[config.mk]
export PLATFORM = sky130hd
export DESIGN_NAME = bed_out_fifo
export DESIGN_NICKNAME = d
export VERILOG_FILES = /design/src/rtl/bed_pkg.sv /design/src/rtl/bed_out_fifo.sv
export SDC_FILE = /design/constraint.sdc
export NUM_CORES = 1
export LEC_CHECK = 0
export ABC_AREA = 1
export BUFFER_PORTS_ARGS = -buffer_cell sky130_fd_sc_hd__buf_2
export CAP_MARGIN = 20
export CORE_ASPECT_RATIO = 1.1
export CORE_MARGIN = 2
export CORE_UTILIZATION = 25
export DETAILED_ROUTE_END_ITERATION = 8
export SYNTH_ARGS = -nofsm -noshare
export SYNTH_HDL_FRONTEND = slang
export SYNTH_SLANG_ARGS = --single-unit
[constraint.sdc]
create_clock -name clk -period 1.9 [get_ports clk]
set_clock_uncertainty 0.05 [all_clocks]
set_input_delay 0.38 -clock clk [delete_from_list [all_inputs] [get_ports clk]]
set_output_delay 0.38 -clock clk [all_outputs]
set_load 0.1 [all_outputs]
[src/rtl/bed_pkg.sv]
// ----------------------------------------------------------------------------
// bed_pkg
// Shared types and constants of the bilevel error diffusion block.
// ----------------------------------------------------------------------------
package bed_pkg;

    localparam int DEFAULT_MAX_WIDTH = 4096;

    localparam int CFG_W      = 13;
    localparam int PIX_W      = 8;
    localparam int LINE_W     = 12;
    localparam int RC_W       = 11;
    localparam int ERR_W      = 9;
    localparam int ACC_W      = 13;
    localparam int LVL_W      = 10;
    localparam int DIV_SHIFT  = 4;

    localparam logic [CFG_W-1:0] LINE_WIDTH_RESET = 13'd640;

    localparam int LUMA_SUM_W   = 18;
    localparam int LUMA_RECIP_W = 19;
    localparam int LUMA_SHIFT   = 28;
    localparam logic [LUMA_SUM_W-1:0]   LUMA_WR    = 18'd299;
    localparam logic [LUMA_SUM_W-1:0]   LUMA_WG    = 18'd587;
    localparam logic [LUMA_SUM_W-1:0]   LUMA_WB    = 18'd114;
    // ceil(2^28 / 1000), exact floor division for sums below 2^18
    localparam logic [LUMA_RECIP_W-1:0] LUMA_RECIP = 19'd268436;

    localparam logic signed [ACC_W-1:0] ACC_DIV_BIAS  = 13'sd15;
    localparam logic signed [ACC_W-1:0] ACC_ZERO      = 13'sd0;
    localparam logic signed [LVL_W-1:0] LEVEL_WHITE   = 10'sd255;
    localparam logic signed [LVL_W-1:0] LEVEL_BLACK   = 10'sd0;
    localparam logic signed [LVL_W-1:0] LEVEL_TOP     = 10'sd255;
    localparam logic [PIX_W-1:0]        LEVEL_MAX     = 8'd255;
    localparam logic [PIX_W-1:0]        LEVEL_MIN     = 8'd0;
    localparam logic [PIX_W-1:0]        WHITE_THRESH  = 8'd128;

    localparam int FIFO_DEPTH = 4;
    localparam int FIFO_PTR_W = 2;
    localparam int FIFO_CNT_W = 3;

    typedef struct packed {
        logic sof;
        logic first_row;
        logic row_end;
    } bed_flags_t;

endpackage

[src/rtl/bed_out_fifo.sv]
// ----------------------------------------------------------------------------
// bed_out_fifo
// Small result queue that decouples the pipeline from receiver stalls.
// ----------------------------------------------------------------------------
module bed_out_fifo (
    input  logic                           clk,
    input  logic                           rst_n,
    input  logic                           push,
    input  logic                           push_white,
    input  logic                           pop_ready,
    output logic                           out_valid,
    output logic                           out_white,
    output logic [bed_pkg::FIFO_CNT_W-1:0] count
);
    import bed_pkg::*;

    logic                  data_reg [FIFO_DEPTH];
    logic [FIFO_PTR_W-1:0] wr_ptr_reg;
    logic [FIFO_PTR_W-1:0] rd_ptr_reg;
    logic [FIFO_CNT_W-1:0] count_reg;
    logic [FIFO_CNT_W-1:0] count_next;
    logic                  pop;

    always_comb
    begin
        pop        = out_valid && pop_ready;
        count_next = count_reg + FIFO_CNT_W'(push) - FIFO_CNT_W'(pop);
    end

    always_ff @(posedge clk or negedge rst_n)
    begin
        if (!rst_n)
        begin
            wr_ptr_reg <= '0;
            rd_ptr_reg <= '0;
            count_reg  <= '0;
        end
        else
        begin
            if (push)
            begin
                wr_ptr_reg <= wr_ptr_reg + FIFO_PTR_W'(1);
            end
            if (pop)
            begin
                rd_ptr_reg <= rd_ptr_reg + FIFO_PTR_W'(1);
            end
            count_reg <= count_next;
        end
    end

    always_ff @(posedge clk)
    begin
        if (push)
        begin
            data_reg[wr_ptr_reg] <= push_white;
        end
    end

    assign out_valid = (count_reg != '0);
    assign out_white = data_reg[rd_ptr_reg];
    assign count     = count_reg;

endmodule

== Word level (Yosys, flattened, before mapping) ==
Memory sizes are Yosys's and may differ from the RTL's.
Cells that the tools add are included.

* Bits in writable memories: 4
* Logic and storage cells: 12
* Bits in registers: 7
* Memories: 1
* Bits in latches: 0
* Bits in read-only memories: 0
* Bits of input ports: 5

{| class="wikitable"
|+ Memories
! memory !! words !! width !! rd ports !! clocked after memory_dff !! wr ports !! RTL line !! source
|-
| data_reg || 4 || 1 || 1 || 0 || 1 || bed_out_fifo.sv:17 || <nowiki>logic data_reg [FIFO_DEPTH];</nowiki>
|}

* $lt $le $gt $ge: 0
* Reductions and logical operators: 2
* Muxes and demuxes: 2
* Shifts and indexed selects: 0
* Equal/unequal tests: 0
* Multipliers: 0
* Add/sub/neg operators: 4
* Div/mod/pow operators: 0
* Bitwise logic cells: 0

{| class="wikitable"
|+ Operators with widths
! operator !! number
|-
| adder 2 x 1 -> 2 bit, second input constant || 2
|-
| adder 3 x 1 -> 3 bit || 1
|-
| nonzero test 3 bit || 1
|-
| subtractor 3 x 1 -> 3 bit || 1
|-
| two-way mux 1 bit || 2
|-
| logical AND 1 bit || 1
|}

== Depth between registers and ports, before layout ==
* Word-level depth: 3
* Mapped depth: 11
* Depth with buffers taken out: 11

== Least setup slack after synthesis ==
Ideal clock, no wire load.

* Kind: reg-to-reg
* Start: reg count_reg[1], in the netlist count[1]
* End: reg count_reg[2], in the netlist count[2]
* Path slack: -1.025 ns
* Cell stages (with the launch flop): 12
* Required time: 1.728 ns
* Library setup time: 0.122 ns
* Clock period less this slack: 2.925 ns
* Data arrival time: 2.752 ns
* Cells stage by stage: dfrtp_1 nor2_2 nand2_2 nand2_1 inv_1 ha_1 inv_1 ha_1 fa_1 xor2_1 nand2_1 nand2_1

* Longest elaborated chain between the ends: 3

{| class="wikitable"
|+ RTL lines
! element !! RTL line !! source
|-
| start, declared || bed_out_fifo.sv:20 || <nowiki>logic [FIFO_CNT_W-1:0] count_reg;</nowiki>
|-
| start signal, assigned || bed_out_fifo.sv:48 || <nowiki>count_reg <= count_next;</nowiki>
|-
| nonzero test 3 bit || bed_out_fifo.sv:60 || <nowiki>assign out_valid = (count_reg != '0);</nowiki>
|-
| via out_valid || bed_out_fifo.sv:11 || <nowiki>output logic out_valid,</nowiki>
|-
| logical AND 1 bit || bed_out_fifo.sv:26 || <nowiki>pop = out_valid && pop_ready;</nowiki>
|-
| via pop || bed_out_fifo.sv:22 || <nowiki>logic pop;</nowiki>
|-
| subtractor 3 x 1 -> 3 bit || bed_out_fifo.sv:27 || <nowiki>count_next = count_reg + FIFO_CNT_W'(push) - FIFO_CNT_W'(pop);</nowiki>
|-
| via count_next[2] || bed_out_fifo.sv:21 || <nowiki>logic [FIFO_CNT_W-1:0] count_next;</nowiki>
|}

The timed path passes the listed nets, and every way through them passes these cells.
A chain may end at the register's enable or synchronous reset.

== Final worst setup path ==
* Start: reg count_reg[1], in the netlist count[1]
* End: reg rd_ptr_reg[0]

* Longest elaborated chain between the ends: 2

{| class="wikitable"
|+ RTL lines
! element !! RTL line !! source
|-
| nonzero test 3 bit || bed_out_fifo.sv:60 ||
|-
| logical AND 1 bit || bed_out_fifo.sv:26 ||
|-
| end signal, assigned || bed_out_fifo.sv:46 || <nowiki>rd_ptr_reg <= rd_ptr_reg + FIFO_PTR_W'(1);</nowiki>
|-
| end, declared || bed_out_fifo.sv:19 || <nowiki>logic [FIFO_PTR_W-1:0] rd_ptr_reg;</nowiki>
|}

Every way passes these cells.

==> summary.md <==
| Metric | Value |
|---|---|
| Crit share post-route | 1.07 |
| Layout cell share with drive strength beyond 1 | 0.430 |
| Number of port buffers | 9 |
| Post-synthesis cell count | 64 |
| CTS max path bufs | 2 |
| Core area | roughly 0.0022 mm² |
| Final core area utilization | 0.402 |
| Final nets | about 110 |
| Vias | between 400 and 500 |
| Top fanout value on the critical path | 2 |
| All-Layer GR Usage | 0.0947 |
| Final Max Slew Viols | 0 |
| CP Data Required Time | around 2000 ps |
| Insertion delay to the later sink of the worst-skew pair | around 260 ps |
| Number of max-cap violations | 0 |
| Ports | 10 |
| Die Width | slightly above 50 µm |
| Final instance area | 897 µm² |
| Vias/cell | approximately 3.7 |
| Register bit total from synthesis | 11 |
| First-pass DRT Iterations | 3 |
| Register area share after synthesis | 0.501 |
| Largest net degree at the start of global routing | 9 |
| DP Area | 747 µm² |
| Initial antenna violation count | 0 |
| Status | finished, violations left |
| Worst setup SP type | flop |
| Hold Vio Cnt, Final | 0 |
| Starting density of the core | 0.264 |
| RSZ-0062 raised after global routing | true |
| Wire per inst | 8.56 µm |
| Worst min-delay path class | input pin to flop |
| Placer congestion estimate | slightly above 0.7 |
| CTS sink count | 11 |
| Fmax | 493 MHz |
| Vias in the first global route | 469 |
| Starting DRT DRC Count | 7 |
| Max reg flops | 4 |
| TritonCTS Buffers | 3 |
| Routed Antenna Nets | 0 |
| Synthesized area | a little under 600 µm² |
| Clock slew at reported path FFs | approximately 60 ps |
| TritonCTS clock tree | built |
| Post-DP HPWL | 725 µm |
| # setup viols final | 2 |
| Setup ws final | -130 ps |
| DR DRC count | 0 |
| Syn_nets | 76 |
| Ant. Diodes | 0 |
| Clk root buf | clkbuf_4 |
| Worst setup EP type | flop |
| Synth unique cells | 13 |
| Final Critical Period | ~2000 ps |
| Crit path DAT | roughly 2100 ps |
| Row count | 18 |
| Wirelength, routed | 1050 µm |
| Slew HR | 0.680 |
| Global-route wire length before repair | about 1900 µm |
| Number of fill cells in the layout | between 200 and 250 |
| Die area | approximately 0.0028 mm² |
| Synth Area per Inst | around 9.2 µm² |
| Area grow syn2layout | 52.2% |
| H-tree lvl count | 1 |
| Total global routing overflow | 0 |
| Syn. warnings | 0 |
| Crit path kind | flop to flop |
| Die Y | ~55 µm |
| Failing checks | setup timing |
| Slew @ Worst Pin | slightly below 500 ps |
per-layer routing:
metal | vias up | part of all wire | global-route usage
met1 | 206 | 0.42 | 0.112
met4 | 0 | 0.013 | 0.0676
li1 | 245 | - | -
met5 | - | 0 | 0
met2 | 5 | 0.55 | 0.167
met3 | 2 | 0.017 | 0.00806
logic make-up (layout without fill, tap and decap cells):
kind of cell,count (synthesis),after routing,share of synthesized area
and+or+nand+nor,24,24,0.166
buffers and inverters,16,45,0.102
DFF,11,11,0.501
adders and majority gates,7,7,0.161
AOI/OAI and AO/OA,3,3,0.0255
xor gates and xnor gates,3,3,0.0446
synthesized netlist by cell type:
cell | number | area, µm²
dfrtp_1 | 7 | 175
edfxtp_1 | 4 | 120
fa_1 | 1 | 20.0
ha_1 | 6 | 75.1
inv_1 | 16 | 60.1
nand2_1 | 18 | 67.6
nand2_2 | 1 | 6.26
nand3_1 | 2 | 10.0
nor2_1 | 2 | 7.51
nor2_2 | 1 | 6.26
o21ai_0 | 3 | 15.0
xnor2_1 | 1 | 8.76
xor2_1 | 2 | 17.5
critical path, cell delays in order, from the launching register on:
cell	delay [ps]
dfrtp_4	430
nor2_4	50
nand2_8	70
nand2_4	40
buf_4	120
buf_4	120
buf_4	120
buf_4	120
buf_4	120
buf_4	120
buf_4	120
buf_4	120
buf_4	120
buf_4	120
nand2_2	50
nand2_1	50
layout make-up:
cell class              instances  area (µm²)  area share
flip-flops and latches         11         307       0.342
multi-input cells              37         290       0.324
repair buffers                 25         176       0.197
inverters                      16        60.1      0.0669
well taps                      30        37.5      0.0418
clock buffers                   4        26.3      0.0293
placed cells by master (no fill, tap or decap):
master,instances
fa_2,1
nand2_2,1
buf_2,7
buf_6,1
nand3_1,2
dfrtp_1,4
xor2_1,2
nor2_4,1
nor2_1,2
o21ai_0,3
nand2_4,1
clkbuf_1,1
nand2_8,1
edfxtp_1,4
buf_4,15
dfrtp_4,3
ha_1,4
inv_1,13
ha_4,2
xnor2_1,1
inv_2,3
clkbuf_4,4
dlygate4sd3_1,1
nand2_1,16
per-stage QoR:
step	hold slack (ps)	setup TNS [ps]	instances	worst slack, ps
3_3_place_gp	170	-104	108	-104
5_1_grt	274	-450	123	-231
6_report	288	-242	123	-130
2_1_floorplan	34.4	-731	64	-437
3_5_place_dp	169	-142	108	-142
4_1_cts	278	-203	122	-114
final timing paths:
kind                                from       endpoint  slack (ps)  depth (start not counted)
max                             count[1]  rd_ptr_reg[0]        -130                         15
min                           push_white    data_reg[2]         290                          1
max reg2reg                     count[1]  rd_ptr_reg[0]        -130                         15
min reg2reg                rd_ptr_reg[1]  rd_ptr_reg[1]         430                          2
max in group asynchronous          rst_n       count[0]        1210                          2
min in group asynchronous          rst_n       count[1]         420                          2
timing repair:
item	CTS	global route
endpoints found under the hold margin	7	0
gates cloned	0	0
pin swaps	0	1
buffers inserted	9	1
setup endpoints to repair	2	4
hold buffers	1	0
gates resized for setup	5	5
Power is not shown: default switching activity piles up to over one toggle a cycle in this logic, so the estimate is an artifact.
