==> src/rtl/bed_pkg.sv <==
// ----------------------------------------------------------------------------
// bed_pkg
// Shared types and constants of the bilevel error diffusion block.
// ----------------------------------------------------------------------------
package bed_pkg;

    localparam int DEFAULT_MAX_WIDTH = 4096;

    localparam int CFG_W      = 13;
    localparam int PIX_W      = 8;
    localparam int LINE_W     = 12;
    localparam int RC_W       = 11;
    localparam int ERR_W      = 9;
    localparam int ACC_W      = 13;
    localparam int LVL_W      = 10;
    localparam int DIV_SHIFT  = 4;

    localparam logic [CFG_W-1:0] LINE_WIDTH_RESET = 13'd640;

    localparam int LUMA_SUM_W   = 18;
    localparam int LUMA_RECIP_W = 19;
    localparam int LUMA_SHIFT   = 28;
    localparam logic [LUMA_SUM_W-1:0]   LUMA_WR    = 18'd299;
    localparam logic [LUMA_SUM_W-1:0]   LUMA_WG    = 18'd587;
    localparam logic [LUMA_SUM_W-1:0]   LUMA_WB    = 18'd114;
    // ceil(2^28 / 1000), exact floor division for sums below 2^18
    localparam logic [LUMA_RECIP_W-1:0] LUMA_RECIP = 19'd268436;

    localparam logic signed [ACC_W-1:0] ACC_DIV_BIAS  = 13'sd15;
    localparam logic signed [ACC_W-1:0] ACC_ZERO      = 13'sd0;
    localparam logic signed [LVL_W-1:0] LEVEL_WHITE   = 10'sd255;
    localparam logic signed [LVL_W-1:0] LEVEL_BLACK   = 10'sd0;
    localparam logic signed [LVL_W-1:0] LEVEL_TOP     = 10'sd255;
    localparam logic [PIX_W-1:0]        LEVEL_MAX     = 8'd255;
    localparam logic [PIX_W-1:0]        LEVEL_MIN     = 8'd0;
    localparam logic [PIX_W-1:0]        WHITE_THRESH  = 8'd128;

    localparam int FIFO_DEPTH = 4;
    localparam int FIFO_PTR_W = 2;
    localparam int FIFO_CNT_W = 3;

    typedef struct packed {
        logic sof;
        logic first_row;
        logic row_end;
    } bed_flags_t;

endpackage

==> src/rtl/bed_front.sv <==
// ----------------------------------------------------------------------------
// bed_front
// Column tracking, line store read address and luma pipeline.
// ----------------------------------------------------------------------------
module bed_front #(
    parameter int  MAX_WIDTH = bed_pkg::DEFAULT_MAX_WIDTH,
    localparam int IDXW      = $clog2(MAX_WIDTH + 1)
) (
    input  logic                       clk,
    input  logic                       rst_n,
    input  logic                       accept,
    input  logic [bed_pkg::PIX_W-1:0]  red,
    input  logic [bed_pkg::PIX_W-1:0]  green,
    input  logic [bed_pkg::PIX_W-1:0]  blue,
    input  logic                       start_of_frame,
    input  logic [bed_pkg::CFG_W-1:0]  line_width,
    output logic                       rd_en,
    output logic [IDXW-1:0]            rd_idx,
    output logic                       s2_valid,
    output logic [bed_pkg::PIX_W-1:0]  s2_luma,
    output logic [IDXW-1:0]            s2_x,
    output logic [IDXW-1:0]            s2_w,
    output bed_pkg::bed_flags_t        s2_flags
);
    import bed_pkg::*;

    localparam int CMPW  = (IDXW > CFG_W) ? IDXW : CFG_W;
    localparam int PRODW = LUMA_SUM_W + LUMA_RECIP_W;

    logic [IDXW-1:0]       col_reg;
    logic [IDXW-1:0]       col_next;
    logic                  first_row_reg;
    logic                  first_row_next;

    logic                  s1_valid_reg;
    logic [LUMA_SUM_W-1:0] s1_sum_reg;
    logic [IDXW-1:0]       s1_x_reg;
    logic [IDXW-1:0]       s1_w_reg;
    bed_flags_t            s1_flags_reg;

    logic                  s2_valid_reg;
    logic [PIX_W-1:0]      s2_luma_reg;
    logic [IDXW-1:0]       s2_x_reg;
    logic [IDXW-1:0]       s2_w_reg;
    bed_flags_t            s2_flags_reg;

    logic [CMPW-1:0]       lw_ext;
    logic [CMPW-1:0]       w_full;
    logic [IDXW-1:0]       w;
    logic [IDXW-1:0]       col_eff;
    logic [IDXW-1:0]       x;
    logic                  first_eff;
    logic                  row_end;
    logic [LUMA_SUM_W-1:0] sum;
    logic [PRODW-1:0]      prod;

    always_comb
    begin
        lw_ext = CMPW'(line_width);
        if (lw_ext == '0)
        begin
            w_full = CMPW'(1);
        end
        else if (lw_ext > CMPW'(MAX_WIDTH))
        begin
            w_full = CMPW'(MAX_WIDTH);
        end
        else
        begin
            w_full = lw_ext;
        end
        w         = w_full[IDXW-1:0];
        col_eff   = start_of_frame ? '0 : col_reg;
        first_eff = start_of_frame | first_row_reg;
        // a column past the row end is folded onto the last column
        x         = (col_eff < w) ? col_eff : (w - IDXW'(1));
        row_end   = (x == (w - IDXW'(1)));
        if (row_end)
        begin
            col_next       = '0;
            first_row_next = 1'b0;
        end
        else
        begin
            col_next       = x + IDXW'(1);
            first_row_next = first_eff;
        end
        sum  = LUMA_SUM_W'(red) * LUMA_WR + LUMA_SUM_W'(green) * LUMA_WG
             + LUMA_SUM_W'(blue) * LUMA_WB;
        prod = PRODW'(s1_sum_reg) * PRODW'(LUMA_RECIP);
    end

    always_ff @(posedge clk or negedge rst_n)
    begin
        if (!rst_n)
        begin
            col_reg       <= '0;
            first_row_reg <= 1'b1;
            s1_valid_reg  <= 1'b0;
            s2_valid_reg  <= 1'b0;
        end
        else
        begin
            if (accept)
            begin
                col_reg       <= col_next;
                first_row_reg <= first_row_next;
            end
            s1_valid_reg <= accept;
            s2_valid_reg <= s1_valid_reg;
        end
    end

    always_ff @(posedge clk)
    begin
        if (accept)
        begin
            s1_sum_reg             <= sum;
            s1_x_reg               <= x;
            s1_w_reg               <= w;
            s1_flags_reg.sof       <= start_of_frame;
            s1_flags_reg.first_row <= first_eff;
            s1_flags_reg.row_end   <= row_end;
        end
        if (s1_valid_reg)
        begin
            s2_luma_reg  <= prod[LUMA_SHIFT +: PIX_W];
            s2_x_reg     <= s1_x_reg;
            s2_w_reg     <= s1_w_reg;
            s2_flags_reg <= s1_flags_reg;
        end
    end

    assign rd_en    = s1_valid_reg;
    assign rd_idx   = s1_x_reg + IDXW'(1);
    assign s2_valid = s2_valid_reg;
    assign s2_luma  = s2_luma_reg;
    assign s2_x     = s2_x_reg;
    assign s2_w     = s2_w_reg;
    assign s2_flags = s2_flags_reg;

endmodule

==> config.mk <==
export PLATFORM = sky130hd
export DESIGN_NAME = bed_front
export DESIGN_NICKNAME = d
export VERILOG_FILES = /design/src/rtl/bed_pkg.sv /design/src/rtl/bed_front.sv
export SDC_FILE = /design/constraint.sdc
export NUM_CORES = 1
export LEC_CHECK = 0
export BUFFER_PORTS_ARGS = -buffer_cell sky130_fd_sc_hd__buf_2
export CORE_ASPECT_RATIO = 0.6
export CORE_MARGIN = 2
export CORE_UTILIZATION = 57
export DETAILED_ROUTE_END_ITERATION = 7
export PLACE_DENSITY = 0.82
export SYNTH_ARGS = -nofsm -noshare
export SYNTH_HDL_FRONTEND = slang
export SYNTH_SLANG_ARGS = --single-unit
==> constraint.sdc <==
create_clock -name clk -period 8.8 [get_ports clk]
set_input_delay 1.76 -clock clk [delete_from_list [all_inputs] [get_ports clk]]
set_output_delay 1.76 -clock clk [all_outputs]
set_load 0.005 [all_outputs]
After elaboration in Yosys (flattened, before gate mapping):

Cells that the tools add are included.

* input bits: 41
* flip-flop bits (word level): 100
* output and inout bits: 52
* logic and storage cells: 36

* add/sub/neg operators: 5
* multiplexer cells: 6
* bitwise gates (word level): 1
* $lt $le $gt $ge: 2
* eq/ne operators: 1
* reduce and logical (&&, ||, !) cells: 1
* multipliers: 4

Operator list (number)
* $mux 13: 5
* $mul 18x17->34 const B: 1
* $add 13x1->13 const B: 2
* $add 17x18->18: 1
* $add 18x15->18: 1
* $mul 8x10->18 const B: 1
* $mul 8x9->17 const B: 1
* $mul 8x6->14 const B: 1
* $eq 13x13->1: 1
* $gt 13x13->1 const B: 1
* $logic_not 13->1: 1
* $lt 13x13->1: 1
* $sub 13x1->13 const B: 1
* $mux 1: 1
* $or 1x1->1: 1

Logic depth before layout (Yosys ltp):

* depth after elaboration: 7
* depth in mapped cells: 25
* mapped depth without buffers: 25

Worst setup path after synthesis:

Ideal clock, no wire load.

* path kind: input port to flip-flop
* from: input port blue[0] (netlist name)
* to: register s1_sum_reg[17] (data pin)
* buffers on the path: 0
* data required time: 8540 ps
* cell stages on the path: 22
* path slack: 1697 ps
* setup time: 260 ps
* arrival time: 6844 ps
* path through: fa_1 > inv_1 > fa_1 > inv_1 > ha_1 > ha_1 > inv_1 > fa_1 > xnor2_1 > ha_1 > fa_1 > inv_1 > fa_1 > inv_1 > fa_1 > ha_1 > and3_1 > nand3_1 > a31oi_1 > a211o_1 > a21oi_1 > xnor2_1

* cells in the longest elaborated chain, start to end: 2

Ends and longest elaborated chain
* start: declaration: RTL line bed_front.sv:14 `input logic [bed_pkg::PIX_W-1:0] blue,`
* $mul 8x6->14: RTL line bed_front.sv:89 `+ LUMA_SUM_W'(blue) * LUMA_WB;`
* $add 18x15->18: RTL line bed_front.sv:89
* via sum[17]: RTL line bed_front.sv:54 `logic [LUMA_SUM_W-1:0] sum;`
* end signal: assignment: RTL line bed_front.sv:118 `s1_sum_reg <= sum;`
* end: declaration: RTL line bed_front.sv:36 `logic [LUMA_SUM_W-1:0] s1_sum_reg;`

The timed path passes the listed nets, and every way through them passes these cells.
A chain may end at the register's enable or synchronous reset.

Worst setup path in the final report:

* from: input port blue[1] (netlist name)
* to: register s1_sum_reg[16] (data pin)

Same word-level chain as after synthesis.

==> metrics.md <==
| Metric | Value |
|---|---|
| Initial antenna violation count | 1 |
| Sequential cell area fraction in the yosys report | between 20% and 30% |
| Worst-Margin Slew | just under 1000 ps |
| Clk buf depth | 2 |
| Fillers | between 1500 and 2000 |
| Critical Path AT | 7460 ps |
| Clk sinks | 100 |
| Min-Delay Path Class | reg -> reg |
| Syn Nets | about 1600 |
| Initial DRC Count | 786 |
| Root buf cell | clkbuf_16 |
| Top cells by count, synth | 281 x inv_1, 262 x ha_1, 118 x fa_1 |
| CTS tree | yes |
| Hold Path Stages | 0 |
| Number of synthesis warnings | 0 |
| CP Class | in -> reg |
| Max-cap violations | 0 |
| Cts repair resizes | 0 |
| Critical R2R Capture | s2_luma[7]$_DFFE_PP_ |
| Cell with the most instances after synthesis | inv_1 |
| Setup Fix Bufs, Post-CTS | 0 |
| I/O pin cnt | 93 |
| Status | finished, final reports clean |
| Maximum clock rate | 0.1369 GHz |
| FFs w/ async S/R, synth | between 10% and 20% |
| Pins Over Slew Limit | 0 |
| Max_slew headroom | between 30% and 40% |
| Vias in the first global route | approximately 8800 |
| Seq cells post-synth | 100 |
| Post-synthesis cell count | roughly 1200 |
| DRC | 0 |
| Yosys top cell by area | ha_1 |
| Synth top area share | between 20% and 30% |
| PortBufs | 92 |
| Layout area overhead | 8.633% |
| Final worst slack | about 1500 ps |
| Top cells by area, synth | ha_1 27%, edfxtp_1 21%, fa_1 19% |
| Nets | roughly 1700 |
| H-tree Lvls | 3 |
| # diodes | 0 |
| CTS Buf Count | 9 |
| Max reg flops | 18 |
| Vias/cell | 5.662 |
| Post-synth EDFFs | between 80 and 90 |
| DRT antenna net count | 0 |
| Dpl ws | 1173 ps |
| Clk_skew | roughly 11 ps |
| Count of unique library cells instantiated by Yosys | between 80 and 90 |
| Reg2Reg Depth | 17 |
| RSZ-0062 raised after global routing | no |
| Gr usage total | roughly a quarter |
| Hold worst-path end | s2_w[7]$_DFFE_PP_ |
| FF-to-FF setup slack | around 3000 ps |
| HP Start | s1_w_reg[7]$_DFFE_PP_ |
| Core Area | around 21000 sq um |
| Initial core utilization | about three fifths |
| DP HPWL | between 20000 and 25000 um |
| Final setup vio count | 0 |
| Worst-path fanout max | 5 |
| Rows | a little over 40 |
| Share of cells above drive strength 1 | 10.53% |
| Final critical-path required period | ~7300 ps |
| Clock Latency Late Sink | 360 ps |
| Clock slew at reported path FFs | 70 ps |
| Required time worst endpoint | ~9000 ps |
| Largest net degree at the start of global routing | 56 |
| Most used flip-flop cell after synthesis | edfxtp_1 |
| TNS Setup | 0 ps |
| WL/cell | about 18 um |
| Area of the mapped netlist | 12260 sq um |
| Hold buffer count at cts | 0 |
| Worst setup SP type | input pin |
| Endpoints failing hold | 0 |
| Mean post-synth cell area | roughly 11 sq um |
| Total wire length | around 28000 um |
| Global-route wire length before repair | between 40000 and 50000 um |
| Die area | roughly 23000 sq um |
| Routability cong. | roughly 1 |
| Worst r2r src | s1_sum_reg[7]$_DFFE_PP_ |
| Crit share post-route | between 80% and 90% |
| Crit. End Element | register |
| Overflow after GRT | 0 |
| TritonRoute pass-1 iters | 5 |
| DR vias | roughly 8700 |
| Die X | 193.4 um |
| Die Height | 117.6 um |
## worst max path at each step
stage          startpoint                        to  slack [ps]
2_1_floorplan     blue[0]  s1_sum_reg[17]$_DFFE_PP_        1700
3_3_place_gp      blue[2]  s1_sum_reg[16]$_DFFE_PP_        1320
3_5_place_dp      blue[1]  s1_sum_reg[16]$_DFFE_PP_        1170
4_1_cts           blue[1]  s1_sum_reg[16]$_DFFE_PP_        1540
5_1_grt           blue[1]  s1_sum_reg[16]$_DFFE_PP_         910
6_report          blue[1]  s1_sum_reg[16]$_DFFE_PP_        1500
## cell usage in the layout (no fill, tap or decap), drive strengths merged, types with 15 or more instances in the layout
| cell type | instances |
|---|---|
| nand3 | 18 |
| nand2 | 47 |
| a21oi | 29 |
| mux2i | 15 |
| xnor2 | 36 |
| fa | 118 |
| dfrtp | 15 |
| ha | 262 |
| o21ai | 22 |
| and3 | 15 |
| nor2 | 37 |
| inv | 284 |
| nor3 | 20 |
| buf | 94 |
| edfxtp | 84 |
## through the flow
| step | instances | area, sq um | util (%) | hold slack [ps] |
|---|---|---|---|---|
| floorplan | 1163 | 12260 | - | 400.3 |
| global route | 1542 | 13320 | 63.33 | 431.6 |
| CTS | 1542 | 13320 | 63.33 | 422.2 |
| global placement | 1526 | 13000 | 61.79 | 404.4 |
| finish | 1542 | 13320 | 63.33 | 422.8 |
| detailed placement | 1526 | 13000 | 61.79 | 405.7 |
## kinds of logic after synthesis
kind of cell	after synthesis	synth area share [%]
AND/OR/NAND/NOR	190	8.184
AO/OA/AOI/OAI	133	7.582
XOR/XNOR	50	3.571
multiplexers	17	1.408
buffers and inverters	293	9.408
adder cells (fa/ha/maj)	380	46.00
flip-flops	100	23.85
## per-layer routing
metal | vias up | wire length (um) | GRT usage (%) | share of wire [%]
li1 | 4119 | - | - | -
met1 | 4228 | 14080 | 40.97 | 50
met2 | 346 | 10540 | 32.63 | 37
met3 | 36 | 3246 | 9.771 | 12
met4 | 2 | 323 | 4.580 | 1.1
met5 | - | 13 | 0 | 0.046
## worst max-delay path, cell delays in order
cell and delay [ps]:
buf_2 150, inv_1 80, fa_1 500, fa_1 510
inv_1 40, ha_1 310, ha_1 310, a21o_1 160
a21oi_1 210, o21ai_0 120, a21oi_1 240, o21bai_1 90
a21oi_1 180, xnor2_1 140, ha_1 250, inv_1 70
fa_1 440, fa_1 560, inv_1 50, ha_1 240
or3_1 380, a211oi_1 240, nor2_1 120, o311ai_0 320
## area by class of cell
cell class              count  area [sq um]  share of cell area [%]
multi-input cells         770          8184                   61.44
repair buffers             94         475.5                   3.569
flip-flops and latches    100          2925                   21.96
clock inverters             7         98.84                  0.7421
well taps                 279         349.1                   2.621
inverters                 283          1062                   7.975
clock buffers               9         225.2                   1.691
Power is left out: the tool's default activity adds up to more than one toggle a clock period on the data nets, which glitch-free logic cannot reach.
