## config.mk

```make
export PLATFORM = sky130hd
export DESIGN_NAME = bed_diffuse
export DESIGN_NICKNAME = d
export VERILOG_FILES = /design/src/rtl/bed_pkg.sv /design/src/rtl/bed_diffuse.sv
export SDC_FILE = /design/constraint.sdc
export NUM_CORES = 1
export LEC_CHECK = 0
export ABC_CLOCK_PERIOD_IN_PS = 19700
export BUFFER_PORTS_ARGS = -buffer_cell sky130_fd_sc_hd__buf_2
export CORE_MARGIN = 1
export CORE_UTILIZATION = 48
export CTS_CLUSTER_DIAMETER = 50
export DETAILED_ROUTE_END_ITERATION = 12
export MAX_ROUTING_LAYER = met4
export PLACE_DENSITY = 0.72
export SYNTH_ARGS = -nofsm -noshare
export SYNTH_HDL_FRONTEND = slang
export SYNTH_SLANG_ARGS = --single-unit
export TNS_END_PERCENT = 50
```

## constraint.sdc

```tcl
create_clock -name clk -period 19.7 [get_ports clk]
set_input_delay 2.955 -clock clk [delete_from_list [all_inputs] [get_ports clk]]
set_output_delay 2.955 -clock clk [all_outputs]
set_load 0.005 [all_outputs]
```

## src/rtl/bed_pkg.sv

```systemverilog
// ----------------------------------------------------------------------------
// bed_pkg
// Shared types and constants of the bilevel error diffusion block.
// ----------------------------------------------------------------------------
package bed_pkg;

    localparam int DEFAULT_MAX_WIDTH = 4096;

    localparam int CFG_W      = 13;
    localparam int PIX_W      = 8;
    localparam int LINE_W     = 12;
    localparam int RC_W       = 11;
    localparam int ERR_W      = 9;
    localparam int ACC_W      = 13;
    localparam int LVL_W      = 10;
    localparam int DIV_SHIFT  = 4;

    localparam logic [CFG_W-1:0] LINE_WIDTH_RESET = 13'd640;

    localparam int LUMA_SUM_W   = 18;
    localparam int LUMA_RECIP_W = 19;
    localparam int LUMA_SHIFT   = 28;
    localparam logic [LUMA_SUM_W-1:0]   LUMA_WR    = 18'd299;
    localparam logic [LUMA_SUM_W-1:0]   LUMA_WG    = 18'd587;
    localparam logic [LUMA_SUM_W-1:0]   LUMA_WB    = 18'd114;
    // ceil(2^28 / 1000), exact floor division for sums below 2^18
    localparam logic [LUMA_RECIP_W-1:0] LUMA_RECIP = 19'd268436;

    localparam logic signed [ACC_W-1:0] ACC_DIV_BIAS  = 13'sd15;
    localparam logic signed [ACC_W-1:0] ACC_ZERO      = 13'sd0;
    localparam logic signed [LVL_W-1:0] LEVEL_WHITE   = 10'sd255;
    localparam logic signed [LVL_W-1:0] LEVEL_BLACK   = 10'sd0;
    localparam logic signed [LVL_W-1:0] LEVEL_TOP     = 10'sd255;
    localparam logic [PIX_W-1:0]        LEVEL_MAX     = 8'd255;
    localparam logic [PIX_W-1:0]        LEVEL_MIN     = 8'd0;
    localparam logic [PIX_W-1:0]        WHITE_THRESH  = 8'd128;

    localparam int FIFO_DEPTH = 4;
    localparam int FIFO_PTR_W = 2;
    localparam int FIFO_CNT_W = 3;

    typedef struct packed {
        logic sof;
        logic first_row;
        logic row_end;
    } bed_flags_t;

endpackage

```

## src/rtl/bed_diffuse.sv

```systemverilog
// ----------------------------------------------------------------------------
// bed_diffuse
// Quantizer and Floyd-Steinberg error spreading with write forwarding.
// ----------------------------------------------------------------------------
module bed_diffuse #(
    parameter int  MAX_WIDTH = bed_pkg::DEFAULT_MAX_WIDTH,
    localparam int IDXW      = $clog2(MAX_WIDTH + 1)
) (
    input  logic                              clk,
    input  logic                              rst_n,
    input  logic                              s2_valid,
    input  logic [bed_pkg::PIX_W-1:0]         s2_luma,
    input  logic [IDXW-1:0]                   s2_x,
    input  logic [IDXW-1:0]                   s2_w,
    input  bed_pkg::bed_flags_t               s2_flags,
    input  logic signed [bed_pkg::LINE_W-1:0] rd_data,
    output logic                              wr_a_en,
    output logic [IDXW-1:0]                   wr_a_idx,
    output logic signed [bed_pkg::LINE_W-1:0] wr_a_data,
    output logic                              wr_b_en,
    output logic [IDXW-1:0]                   wr_b_idx,
    output logic signed [bed_pkg::LINE_W-1:0] wr_b_data,
    output logic                              res_valid,
    output logic                              res_white
);
    import bed_pkg::*;

    logic signed [RC_W-1:0]   rc_reg;
    logic signed [LINE_W-1:0] pb_reg;
    logic signed [ERR_W-1:0]  pbl_reg;

    logic                     fwd_a_en_reg;
    logic [IDXW-1:0]          fwd_a_idx_reg;
    logic signed [LINE_W-1:0] fwd_a_data_reg;
    logic                     fwd_b_en_reg;
    logic [IDXW-1:0]          fwd_b_idx_reg;
    logic signed [LINE_W-1:0] fwd_b_data_reg;

    logic [IDXW-1:0]          rd_idx;
    logic signed [LINE_W-1:0] below_raw;
    logic signed [LINE_W-1:0] below;
    logic signed [RC_W-1:0]   rc_eff;
    logic signed [LINE_W-1:0] pb_eff;
    logic signed [ERR_W-1:0]  pbl_eff;
    logic signed [ACC_W-1:0]  acc;
    logic signed [ACC_W-1:0]  acc_adj;
    logic signed [ACC_W-1:0]  quot_full;
    logic signed [ERR_W-1:0]  quot;
    logic signed [LVL_W-1:0]  level_raw;
    logic [PIX_W-1:0]         level;
    logic                     white;
    logic signed [LVL_W-1:0]  err_full;
    logic signed [ERR_W-1:0]  err;
    logic signed [LINE_W-1:0] e12;
    logic signed [LINE_W-1:0] e3;
    logic signed [LINE_W-1:0] e5;
    logic signed [RC_W-1:0]   e7;
    logic signed [LINE_W-1:0] pb_new;

    always_comb
    begin
        rd_idx = s2_x + IDXW'(1);
        // a write landing on the same edge as the read is not in rd_data
        if (fwd_a_en_reg && (fwd_a_idx_reg == rd_idx))
        begin
            below_raw = fwd_a_data_reg;
        end
        else if (fwd_b_en_reg && (fwd_b_idx_reg == rd_idx))
        begin
            below_raw = fwd_b_data_reg;
        end
        else
        begin
            below_raw = rd_data;
        end
        below   = s2_flags.first_row ? '0 : below_raw;
        rc_eff  = s2_flags.sof ? '0 : rc_reg;
        pb_eff  = s2_flags.sof ? '0 : pb_reg;
        pbl_eff = s2_flags.sof ? '0 : pbl_reg;

        // divide by 16 rounding toward zero
        acc       = ACC_W'(rc_eff) + ACC_W'(below);
        acc_adj   = acc + (acc[ACC_W-1] ? ACC_DIV_BIAS : ACC_ZERO);
        quot_full = acc_adj >>> DIV_SHIFT;
        quot      = ERR_W'(quot_full);
        level_raw = $signed({2'b00, s2_luma}) + LVL_W'(quot);

        if (level_raw[LVL_W-1])
        begin
            level = LEVEL_MIN;
        end
        else if (level_raw > LEVEL_TOP)
        begin
            level = LEVEL_MAX;
        end
        else
        begin
            level = level_raw[PIX_W-1:0];
        end
        white    = (level > WHITE_THRESH);
        err_full = $signed({2'b00, level}) - (white ? LEVEL_WHITE : LEVEL_BLACK);
        err      = ERR_W'(err_full);

        e12    = LINE_W'(err);
        e3     = (e12 <<< 1) + e12;
        e5     = (e12 <<< 2) + e12;
        e7     = RC_W'((e12 <<< 3) - e12);
        pb_new = e5 + LINE_W'(pbl_eff);
    end

    assign wr_a_en   = s2_valid;
    assign wr_a_idx  = s2_x;
    assign wr_a_data = e3 + pb_eff;
    assign wr_b_en   = s2_valid && s2_flags.row_end;
    assign wr_b_idx  = s2_w;
    assign wr_b_data = pb_new;
    assign res_valid = s2_valid;
    assign res_white = white;

    always_ff @(posedge clk or negedge rst_n)
    begin
        if (!rst_n)
        begin
            rc_reg       <= '0;
            pb_reg       <= '0;
            pbl_reg      <= '0;
            fwd_a_en_reg <= 1'b0;
            fwd_b_en_reg <= 1'b0;
        end
        else
        begin
            if (s2_valid)
            begin
                if (s2_flags.row_end)
                begin
                    rc_reg  <= '0;
                    pb_reg  <= '0;
                    pbl_reg <= '0;
                end
                else
                begin
                    rc_reg  <= e7;
                    pb_reg  <= pb_new;
                    pbl_reg <= err;
                end
            end
            fwd_a_en_reg <= wr_a_en;
            fwd_b_en_reg <= wr_b_en;
        end
    end

    always_ff @(posedge clk)
    begin
        fwd_a_idx_reg  <= wr_a_idx;
        fwd_a_data_reg <= wr_a_data;
        fwd_b_idx_reg  <= wr_b_idx;
        fwd_b_data_reg <= wr_b_data;
    end

endmodule

```

# After elaboration in Yosys (flattened, before gate mapping)
# Index checks and enable logic that the tools add are counted.
dict set report classes {
  addsub 10
  n_eq_ne 2
  reduce_logical 3
  order_cmp 2
  n_mux 13
}
# op count
set ops {}
lappend ops {{two-way mux 12 bit} 5}
lappend ops {{== test 13 bit} 2}
lappend ops {{two-way mux 8 bit} 3}
lappend ops {{two-way mux 11 bit} 2}
lappend ops {{two-way mux 9 bit} 2}
lappend ops {{adder 11 x 12 -> 13 bit} 1}
lappend ops {{adder 13 x 1 -> 13 bit (second input constant)} 1}
lappend ops {{adder 13 x 5 -> 13 bit} 1}
lappend ops {{adder 11 x 12 -> 12 bit} 1}
lappend ops {{adder 11 x 9 -> 12 bit} 1}
lappend ops {{adder 12 x 9 -> 12 bit} 1}
lappend ops {{adder 10 x 9 -> 11 bit} 1}
lappend ops {{subtractor 11 x 9 -> 11 bit} 1}
lappend ops {{adder 9 x 9 -> 10 bit} 1}
lappend ops {{> comparator 10 x 9 -> 1 bit (second input constant)} 1}
lappend ops {{subtractor 8 x 8 -> 9 bit} 1}
lappend ops {{> comparator 8 bit (second input constant)} 1}
lappend ops {{two-way mux 4 bit} 1}
lappend ops {{logical AND 1 bit} 3}
dict set report word_totals {
  input_bits 52
  regBits 84
  out_inout_bits 54
  word_cells 39
}

# Longest topological paths before layout
# Gate-level depths: netlist of run 1.
dict set report depth {
  depth_word 19
  ltp_mapped 55
  depth_no_buf 53
}

# Worst setup path before layout of run 1
# No wires, ideal clock.
dict set report synth_path {
  path_type {input to output}
  startpoint {in s2_x[4]}
  endpoint {out wr_b_data[11] in the netlist's numbering}
  arrival_ns 13.572
  required_time_ns 16.745
  setup_slack_ns 3.173
  cell_stages 52
  n_path_buf 2
  cell_sequence {and3_1 > and3_1 > and2_1 > nand2_1 > xor2_1 > xor2_1 > nand3_1 > nor3_1 > buf_2 > mux2i_1 > a211oi_1 > ha_1 > inv_1 > fa_1 > nor2b_1 > o31a_1 > o21ai_0 > a41o_2 > (+16 left out) > inv_1 > fa_1 > a21o_1 > a21oi_1 > xnor2_1 > inv_1 > fa_1 > ha_1 > o21ai_0 > a21boi_0 > o21ai_0 > a21boi_0 > o21ai_0 > a21boi_0 > nor4_1 > a311oi_1 > xnor2_1 > inv_1}
}
dict set report synth_via {
  elab_chain_len 18
}
# element line
set synth_lines {}
lappend synth_lines {{start, declared} bed_diffuse.sv:13} ;# input logic [IDXW-1:0] s2_x,
lappend synth_lines {{adder 13 x 1 -> 13 bit (*)} bed_diffuse.sv:62} ;# rd_idx = s2_x + IDXW'(1);
lappend synth_lines {{== test 13 bit} bed_diffuse.sv:68} ;# else if (fwd_b_en_reg && (fwd_b_idx_reg == rd_idx))
lappend synth_lines {{logical AND 1 bit} bed_diffuse.sv:68}
lappend synth_lines {{two-way mux 12 bit} bed_diffuse.sv:68}
lappend synth_lines {{two-way mux 12 bit (*)} bed_diffuse.sv:64} ;# if (fwd_a_en_reg && (fwd_a_idx_reg == rd_idx))
lappend synth_lines {{two-way mux 12 bit (*)} bed_diffuse.sv:76} ;# below = s2_flags.first_row ? '0 : below_raw;
lappend synth_lines {{adder 11 x 12 -> 13 bit (*)} bed_diffuse.sv:82} ;# acc = ACC_W'(rc_eff) + ACC_W'(below);
lappend synth_lines {{two-way mux 4 bit} bed_diffuse.sv:83} ;# acc_adj = acc + (acc[ACC_W-1] ? ACC_DIV_BIAS : ACC_ZERO);
lappend synth_lines {{(+3 left out)} -}
lappend synth_lines {{two-way mux 8 bit} bed_diffuse.sv:92} ;# else if (level_raw > LEVEL_TOP)
lappend synth_lines {{two-way mux 8 bit (*)} bed_diffuse.sv:88} ;# if (level_raw[LVL_W-1])
lappend synth_lines {{> comparator 8 bit (*)} bed_diffuse.sv:100} ;# white = (level > WHITE_THRESH);
lappend synth_lines {{via res_white} bed_diffuse.sv:24} ;# output logic res_white
lappend synth_lines {{two-way mux 8 bit (*)} bed_diffuse.sv:101} ;# err_full = $signed({2'b00, level}) - (white ? LEVEL_WHITE : LEVEL_BLACK);
lappend synth_lines {{subtractor 8 x 8 -> 9 bit (*)} bed_diffuse.sv:101}
lappend synth_lines {{adder 11 x 9 -> 12 bit (*)} bed_diffuse.sv:106} ;# e5 = (e12 <<< 2) + e12;
lappend synth_lines {{adder 12 x 9 -> 12 bit (*)} bed_diffuse.sv:108} ;# pb_new = e5 + LINE_W'(pbl_eff);
lappend synth_lines {{end, declared} bed_diffuse.sv:22} ;# output logic signed [bed_pkg::LINE_W-1:0] wr_b_data,
# Mark *: on every way through the listed nets, which the timed path passes. The rest lies on a longest branch.

# Final worst setup path of run 1
dict set report layout_path {
  startpoint {in s2_x[0]}
  endpoint {out wr_b_data[11] in the netlist's numbering}
}
dict set report layout_via {
  elab_chain_len 18
}
# element line
set layout_lines {}
lappend layout_lines {{adder 13 x 1 -> 13 bit (*)} bed_diffuse.sv:62}
lappend layout_lines {{== test 13 bit} bed_diffuse.sv:68}
lappend layout_lines {{logical AND 1 bit} bed_diffuse.sv:68}
lappend layout_lines {{two-way mux 12 bit} bed_diffuse.sv:68}
lappend layout_lines {{two-way mux 12 bit (*)} bed_diffuse.sv:64}
lappend layout_lines {{two-way mux 12 bit (*)} bed_diffuse.sv:76}
lappend layout_lines {{adder 11 x 12 -> 13 bit (*)} bed_diffuse.sv:82}
lappend layout_lines {{two-way mux 4 bit} bed_diffuse.sv:83}
lappend layout_lines {{(+2 left out)} -}
lappend layout_lines {{> comparator 10 x 9 -> 1 bit} bed_diffuse.sv:92}
lappend layout_lines {{two-way mux 8 bit} bed_diffuse.sv:92}
lappend layout_lines {{two-way mux 8 bit (*)} bed_diffuse.sv:88}
lappend layout_lines {{> comparator 8 bit} bed_diffuse.sv:100}
lappend layout_lines {{two-way mux 8 bit} bed_diffuse.sv:101}
lappend layout_lines {{subtractor 8 x 8 -> 9 bit (*)} bed_diffuse.sv:101}
lappend layout_lines {{adder 11 x 9 -> 12 bit (*)} bed_diffuse.sv:106}
lappend layout_lines {{adder 12 x 9 -> 12 bit (*)} bed_diffuse.sv:108}
# Mark *: on every way between the ends. The rest lies on a longest branch, timed or not.

==> run metrics, run 1 <==
outcome=complete, no violations; Synth Register Bits=83; Layout Skew=0.00485 ns; Mapped Area=6610 µm²; PortBufs=105; ys flop type=dfxtp_1; # Post-CTS Setup Buffers=0; clk slew on worst S/H paths=0.06 ns; Startpoint Class=input pin; Clock Latency Late Sink=0.36 ns; Synth area leaders=dfxtp_1, dfrtp_1, ha_1, xnor2_1, fa_1; final antenna-violating net count=0; Core ar.=13300 µm²; slowest stage cell, crit path=nand4_1; gpl congestion=0.901; Finished Layout Cells=984; Iteration-0 DRC Markers=288; max incr delay on CP=0.74 ns; Avg WL per Cell=15.1 µm; Fin. Hold Viols=0; EDFF count, synth=0; Initial Util=0.495; Period Utilization, post-route=0.930; crit end category=primary output; dpl cells=968; # resized after CTS=0; syn avg cell area=9.01 µm²; Root Buffer Master=clkbuf_16; Total Wirelength=14900 µm; Async SR Flop Fraction=0.398; top post-synthesis cells by count=inv_1, nor2_1, ha_1; clock tree buffer depth=2; count of final setup violators=0; Syn Inst Count=733; worst relative slew slack=0.365; H-tree levels=3; Seq/Total Area, Yosys=0.277; worst hold path cell count=1; largest net degree at the start of global routing=34; RSZ-0062 raised after global routing=false; net count after synthesis=867; R2R depth=45; Setup CP Type=in -> out; Distinct cells, synth=75; Final Critical Period=18.33 ns; hold buffer count at cts=0; top-level I/O count=106; max-cap violations=0; TritonCTS buffer count=9; Congestion Overflow GR=0; Syn. warnings=0; Die W=119 µm; Synth-to-Final Area Change=11.4%; worst-margin pin slew=0.953 ns; routed vias/inst=5.24; WP data arrival=15.38 ns; Die ar.=14200 µm²; gr usage total=0.226; most numerous cell in the Yosys netlist=inv_1; layout cells sized above 1=0.184; Nets=937; area share of the largest cell type after synthesis=0.152; Die Y=119 µm; # rows=42; # clock sinks=83; Synth area leader=dfxtp_1; Max Slew Vio Count=0; initial antenna violation count=0; first-pass GRT wire length=24500 µm; Tightest Hold Check Type=reg -> reg; vias in the first global route=4998; setup TNS=0 ns; CTS tree=done; via count=5160; DP HPWL=11600 µm; drt first pass iters=5; Post-route DRC=0; CP required=16.75 ns; n_diodes=0; Max Fclk=54.6 MHz; Crit Path Max Fanout=24
layout make-up:
type	instances	area (µm²)
multi-input combinational	518	4130
clock buffer	10	250
clock inverter	6	75.1
timing repair buffer	107	541
fill	1225	5990
tap	176	220
inverter	84	315
sequential	83	1830
cells in the final DEF (no fill, tap or decap), types with 5 or more instances in the layout:
cell type,synthesis,final
xnor2_1,53,53
and2_1,7,7
nor2b_1,8,8
o21ai_0,29,29
nand3_1,12,12
and3_1,6,6
nand4_1,6,6
buf_2,3,105
nand2b_1,15,15
mux2i_1,12,12
clkbuf_16,0,10
o21bai_1,5,5
a21o_1,14,14
xor2_1,35,35
a211oi_1,16,16
nand3b_1,8,8
o22ai_1,20,20
a21oi_1,31,31
nor2_1,63,63
fa_1,21,21
inv_1,84,84
ha_1,61,61
nand2_1,20,20
dfrtp_1,33,33
o211ai_1,5,5
dfxtp_1,50,50
nor3_1,6,5
nor4_1,5,5
a21boi_0,5,5
worst paths after layout:
| check | slack [ns] | start | end |
|---|---|---|---|
| min in group asynchronous | 2.69 | rst_n | pb_reg[8] |
| setup / recovery | 1.37 | s2_x[0] | wr_b_data[11] |
| hold reg to reg | 0.51 | pb_reg[2] | pb_reg[2] |
| hold / removal | 0.51 | pb_reg[2] | pb_reg[2] |
| setup reg to reg | 7.59 | fwd_a_idx_reg[2] | pb_reg[11] |
| max in group asynchronous | 16.50 | rst_n | rc_reg[5] |
stage by stage:
step                 util  setup WS (ns)  area, µm²  hold WS, ns
floorplan               -           3.17       6610        0.472
global placement    0.527           1.73       7030        0.484
detailed placement  0.527           1.40       7030        0.495
CTS                 0.551           1.34       7360        0.510
global route        0.551          0.174       7360        0.530
finish              0.551           1.37       7360        0.507
cells by family after synthesis:
family,after synthesis,share of synthesized area
xor+xnor,91,0.124
mux,16,0.0250
flops,83,0.277
simple gates,175,0.140
buf+inv,132,0.0989
fa+ha+maj,82,0.179
compound gates,154,0.156
metal layers:
layer	wire length (µm)	global-route usage
met1	7000	0.293
met2	7030	0.363
met3	686	0.0455
met4	170	0.0547
met5	0	-
worst max-delay path: cells and delay by family:
| kind | cells | cell delay (ns) |
|---|---|---|
| compound gates | 20 | 5.12 |
| fa+ha+maj | 9 | 2.98 |
| simple gates | 9 | 2.18 |
| xor+xnor | 6 | 1.42 |
| buf+inv | 5 | 0.69 |
Power of run 1 is left out: the tool's default activity adds up to more than one toggle a clock period on the data nets, which glitch-free logic cannot reach.
==> run 2: changes to the inputs <==
- PLACE_DENSITY: 0.72 -> 0.69
==> run metrics, run 2 (synthesized netlist as in run 1, its figures left out) <==
outcome=complete, no violations; vias in the first global route=5377 (+7.6%); initial antenna violation count=0 (unchanged); worst relative slew slack=0.347 (-0.0178); Max Fclk=54.4 MHz (-0.36%); commonest non-fill, non-tap cell in the layout=buf_2; RR Startpoint=fwd_a_idx_reg[1]; final antenna-violating net count=0 (unchanged); PortBufs=105 (unchanged); crit end category=primary output; Final Critical Period=18.40 ns (+0.0666 ns); Iteration-0 DRC Markers=293 (+1.7%); max-cap violations=0 (unchanged); Die ar.=14200 µm² (unchanged); gpl congestion=0.910 (+1.0%); RR Endpoint=pb_reg[11]; Max Slew Vio Count=0 (unchanged); Congestion Overflow GR=0 (unchanged); Layout Skew=0.00714 ns (+0.00229 ns); Crit Path Max Fanout=12 (-50%); Startpoint Class=input pin; # resized after CTS=0 (unchanged); Core ar.=13300 µm² (unchanged); Fin. Hold Viols=0 (unchanged); DP HPWL=12200 µm (+5.4%); max incr delay on CP=0.68 ns (-0.06 ns); fillcell total=1247 (+1.8%); count of final setup violators=0 (unchanged); gr usage total=0.236 (+0.00961); n_diodes=0 (unchanged); TritonCTS buffer count=9 (unchanged); worst hold path cell count=1 (unchanged); layout cells sized above 1=0.187 (+0.00256); Setup CP Type=in -> out; worst-margin pin slew=0.979 ns (+0.0267 ns); R2R depth=45 (unchanged); slowest stage cell, crit path=nor4_1; clk slew on worst S/H paths=0.07 ns (about the same); via count=5288 (+2.5%); dpl cells=968 (unchanged); # clock sinks=83 (unchanged); Die W=119 µm (unchanged); Die Y=119 µm (unchanged); clock tree buffer depth=2 (unchanged); Synth-to-Final Area Change=11.6%; top-level I/O count=106 (unchanged); H-tree levels=3 (unchanged); # Post-CTS Setup Buffers=0 (unchanged); first-pass GRT wire length=25700 µm (+5.0%); Finished Layout Cells=989 (+0.51%); # rows=42 (unchanged); Nets=942 (+0.53%); Avg WL per Cell=16.0 µm (+5.6%); hold buffer count at cts=0 (unchanged); Clock Latency Late Sink=0.35 ns (about the same); Post-route DRC=0 (unchanged); WP data arrival=15.44 ns (+0.06 ns); largest net degree at the start of global routing=34 (unchanged); Tightest Hold Check Type=reg -> reg; Hold Path End=pb_reg[2]; Period Utilization, post-route=0.934 (+0.00338); Root Buffer Master=clkbuf_16; RSZ-0062 raised after global routing=false; Initial Util=0.495 (unchanged); HP Start=pb_reg[2]; drt first pass iters=5 (unchanged); CP required=16.75 ns (about the same); CTS tree=done; setup slack, reg-to-reg=7.47 ns (-0.12 ns); setup TNS=0 ns (unchanged); routed vias/inst=5.35 (+2.0%); most frequent cells in the layout=buf_2, inv_1, nor2_1; Total Wirelength=15800 µm (+6.2%)
run 2: cell count changes in the layout (fill, tap and decap cells not counted):
cell and change:
clkinv_4 +1, buf_4 +4, inv_6 -1, clkbuf_1 +1
inv_8 -1, clkinvlp_4 +1, clkbuf_16 -1, nand4_1 +1
run 2: critical path: cells and delay by family:
kind	cells	cell delay, ns
and+or+nand+nor	11	2.95
buffers and inverters	6	0.87
xor gates and xnor gates	6	1.41
AOI/OAI and AO/OA	18	4.73
adders and majority gates	8	2.49
run 2: through the flow:
stage | hold WS [ns] | utilization | area (µm²) | setup WS (ns)
after floorplan | 0.472 | - | 6610 | 3.17
after CTS | 0.509 | 0.549 | 7330 | 1.18
after detailed placement | 0.494 | 0.527 | 7030 | 1.28
after global placement | 0.487 | 0.527 | 7030 | 1.81
final | 0.514 | 0.552 | 7370 | 1.30
after global routing | 0.531 | 0.552 | 7370 | 0.179
run 2: routing by layer:
| layer | up-vias | track usage | share of wire |
|---|---|---|---|
| li1 | 2636 | - | - |
| met1 | 2512 | 0.294 | 0.44 |
| met2 | 118 | 0.395 | 0.49 |
| met3 | 22 | 0.0398 | 0.044 |
| met4 | 0 | 0.0664 | 0.019 |
| met5 | - | - | 0 |
run 2: area by class of cell:
class / instances / area [µm²] / share of cell area
repair buffers: 111 / 571 / 0.0774
well taps: 176 / 220 / 0.0299
flip-flops and latches: 83 / 1830 / 0.248
clock inverters: 6 / 71.3 / 0.00968
clock buffers: 10 / 229 / 0.0311
inverters: 84 / 315 / 0.0428
multi-input cells: 519 / 4140 / 0.561
run 2: worst max path at each step:
stage	cells after the start	slack, ns	startpoint	end
CTS	51	1.18	s2_x[0]	wr_b_data[11]
global placement	51	1.81	s2_x[0]	wr_b_data[11]
detailed placement	51	1.28	s2_x[0]	wr_b_data[11]
floorplan	52	3.17	s2_x[4]	wr_b_data[11]
global route	49	0.18	s2_x[0]	wr_b_data[11]
finish	49	1.30	s2_x[0]	wr_b_data[11]
Power of run 2 is left out for the same reason.
==> run 3: changes to the inputs <==
- CORE_ASPECT_RATIO: not set -> 2
==> run metrics, run 3 (synthesized netlist as in run 1, its figures left out) <==
outcome=complete, but fails checks; failing checks=DRC; Nets=938 (-0.42%); Post-route DRC=4 (+4); crit end category=primary output; setup TNS=0 ns (unchanged); gr usage total=0.246 (+0.00991); PortBufs=105 (unchanged); HP Start=pb_reg[2]; Layout Skew=0.0102 ns (+0.00310 ns); WP data arrival=15.37 ns (-0.07 ns); Die W=85.0 µm (-29%); commonest non-fill, non-tap cell in the layout=buf_2; DP Area=7020 µm² (-0.27%); gpl congestion=0.867 (-4.7%); drt first pass iters=8 (+3); Total Wirelength=16100 µm (+1.6%); clock tree buffer depth=2 (unchanged); Initial Util=0.492 (-0.00332); hold buffer count at cts=0 (unchanged); count of final setup violators=0 (unchanged); first-pass GRT wire length=26700 µm (+3.9%); DRT met1 WL=5790 µm (-17%); DP HPWL=12900 µm (+5.9%); most frequent cells in the layout=buf_2, inv_1, nor2_1; setup slack, reg-to-reg=7.55 ns (+0.08 ns); layout cells sized above 1=0.185 (-0.00155); H-tree levels=3 (unchanged); Max Fclk=54.6 MHz (+0.40%); R2R depth=48 (+6.7%); RSZ-0062 raised after global routing=false; Max Slew Vio Count=0 (unchanged); top-level I/O count=106 (unchanged); worst relative slew slack=0.336 (-0.0112); CTS tree=done; Congestion Overflow GR=0 (unchanged); final instance area=7320 µm² (-0.65%); Startpoint Class=input pin; # rows=60 (+43%); highest metal used=met4; Root Buffer Master=clkbuf_16; # clock sinks=83 (unchanged); # resized after CTS=0 (unchanged); max incr delay on CP=0.57 ns (-0.11 ns); Die ar.=14300 µm² (+0.20%); Fin. Hold Viols=0 (unchanged); Final Critical Period=18.32 ns (-0.0735 ns); n_diodes=0 (unchanged); RR Startpoint=fwd_a_idx_reg[2]; fillcell total=1213 (-2.7%); worst hold path cell count=1 (unchanged); most frequent CP cell=ha_1; via count=5370 (+1.6%); Synth-to-Final Area Change=10.9%; Clock Latency Late Sink=0.35 ns (about the same); max-cap violations=0 (unchanged); CP required=16.75 ns (about the same); Tightest Hold Check Type=reg -> reg; final antenna-violating net count=0 (unchanged); worst-margin pin slew=0.996 ns (+0.0167 ns); met2 routed WL=9180 µm (+18%); Hold Path End=pb_reg[2]; vias in the first global route=5730 (+6.6%); Avg WL per Cell=16.7 µm (+4.3%); Iteration-0 DRC Markers=197 (-33%); DR WL met3=356 µm (-49%); routed vias/inst=5.57 (+4.2%); Setup CP Type=in -> out; Die Y=168 µm (+41%); slowest stage cell, crit path=o22ai_1; clk slew on worst S/H paths=0.06 ns (about the same); initial antenna violation count=0 (unchanged); Period Utilization, post-route=0.930 (-0.00373); RR Endpoint=pb_reg[11]; TritonCTS buffer count=9 (unchanged); Crit Path Max Fanout=24 (+12); Core ar.=13400 µm² (+0.68%); largest net degree at the start of global routing=45 (+32%); # Post-CTS Setup Buffers=0 (unchanged)
run 3: layout make-up:
type / instances / area, µm² / area share
Inverter: 84 / 315 / 0.0431
Clock buffer: 9 / 225 / 0.0308
Sequential cell: 83 / 1830 / 0.249
Tap cell: 155 / 194 / 0.0265
Timing Repair Buffer: 108 / 548 / 0.0748
Clock inverter: 7 / 82.6 / 0.0113
Multi-Input combinational cell: 518 / 4130 / 0.564
run 3: critical path: cells and delay by family:
kind,cells,cell delay [ns]
adders and majority gates,10,3.09
and+or+nand+nor,10,2.03
AOI/OAI and AO/OA,18,4.65
xor gates and xnor gates,6,1.43
buffers and inverters,8,1.17
run 3: worst max path at each step:
stage | endpoint | start | cells after the start
floorplan | wr_b_data[11] | s2_x[4] | 52
global placement | wr_b_data[11] | s2_x[0] | 50
detailed placement | wr_b_data[11] | s2_x[0] | 52
CTS | wr_b_data[11] | s2_x[0] | 52
global route | wr_b_data[11] | s2_x[0] | 52
finish | wr_b_data[11] | s2_x[0] | 52
run 3: layer usage:
| metal | up-vias | global-route usage |
|---|---|---|
| met5 | - | - |
| met4 | 0 | 0.130 |
| met3 | 55 | 0.0368 |
| met2 | 111 | 0.459 |
| met1 | 2590 | 0.238 |
| li1 | 2614 | - |
run 3: per-stage QoR:
stage / setup WS, ns / util / instances / hold WS (ns)
after floorplan: 3.17 / - / 733 / 0.472
after global placement: 1.92 / 0.522 / 948 / 0.488
after detailed placement: 1.53 / 0.522 / 948 / 0.501
after CTS: 1.45 / 0.545 / 964 / 0.516
after global routing: 0.0719 / 0.545 / 964 / 0.533
final: 1.38 / 0.545 / 964 / 0.520
Power of run 3 is left out for the same reason.
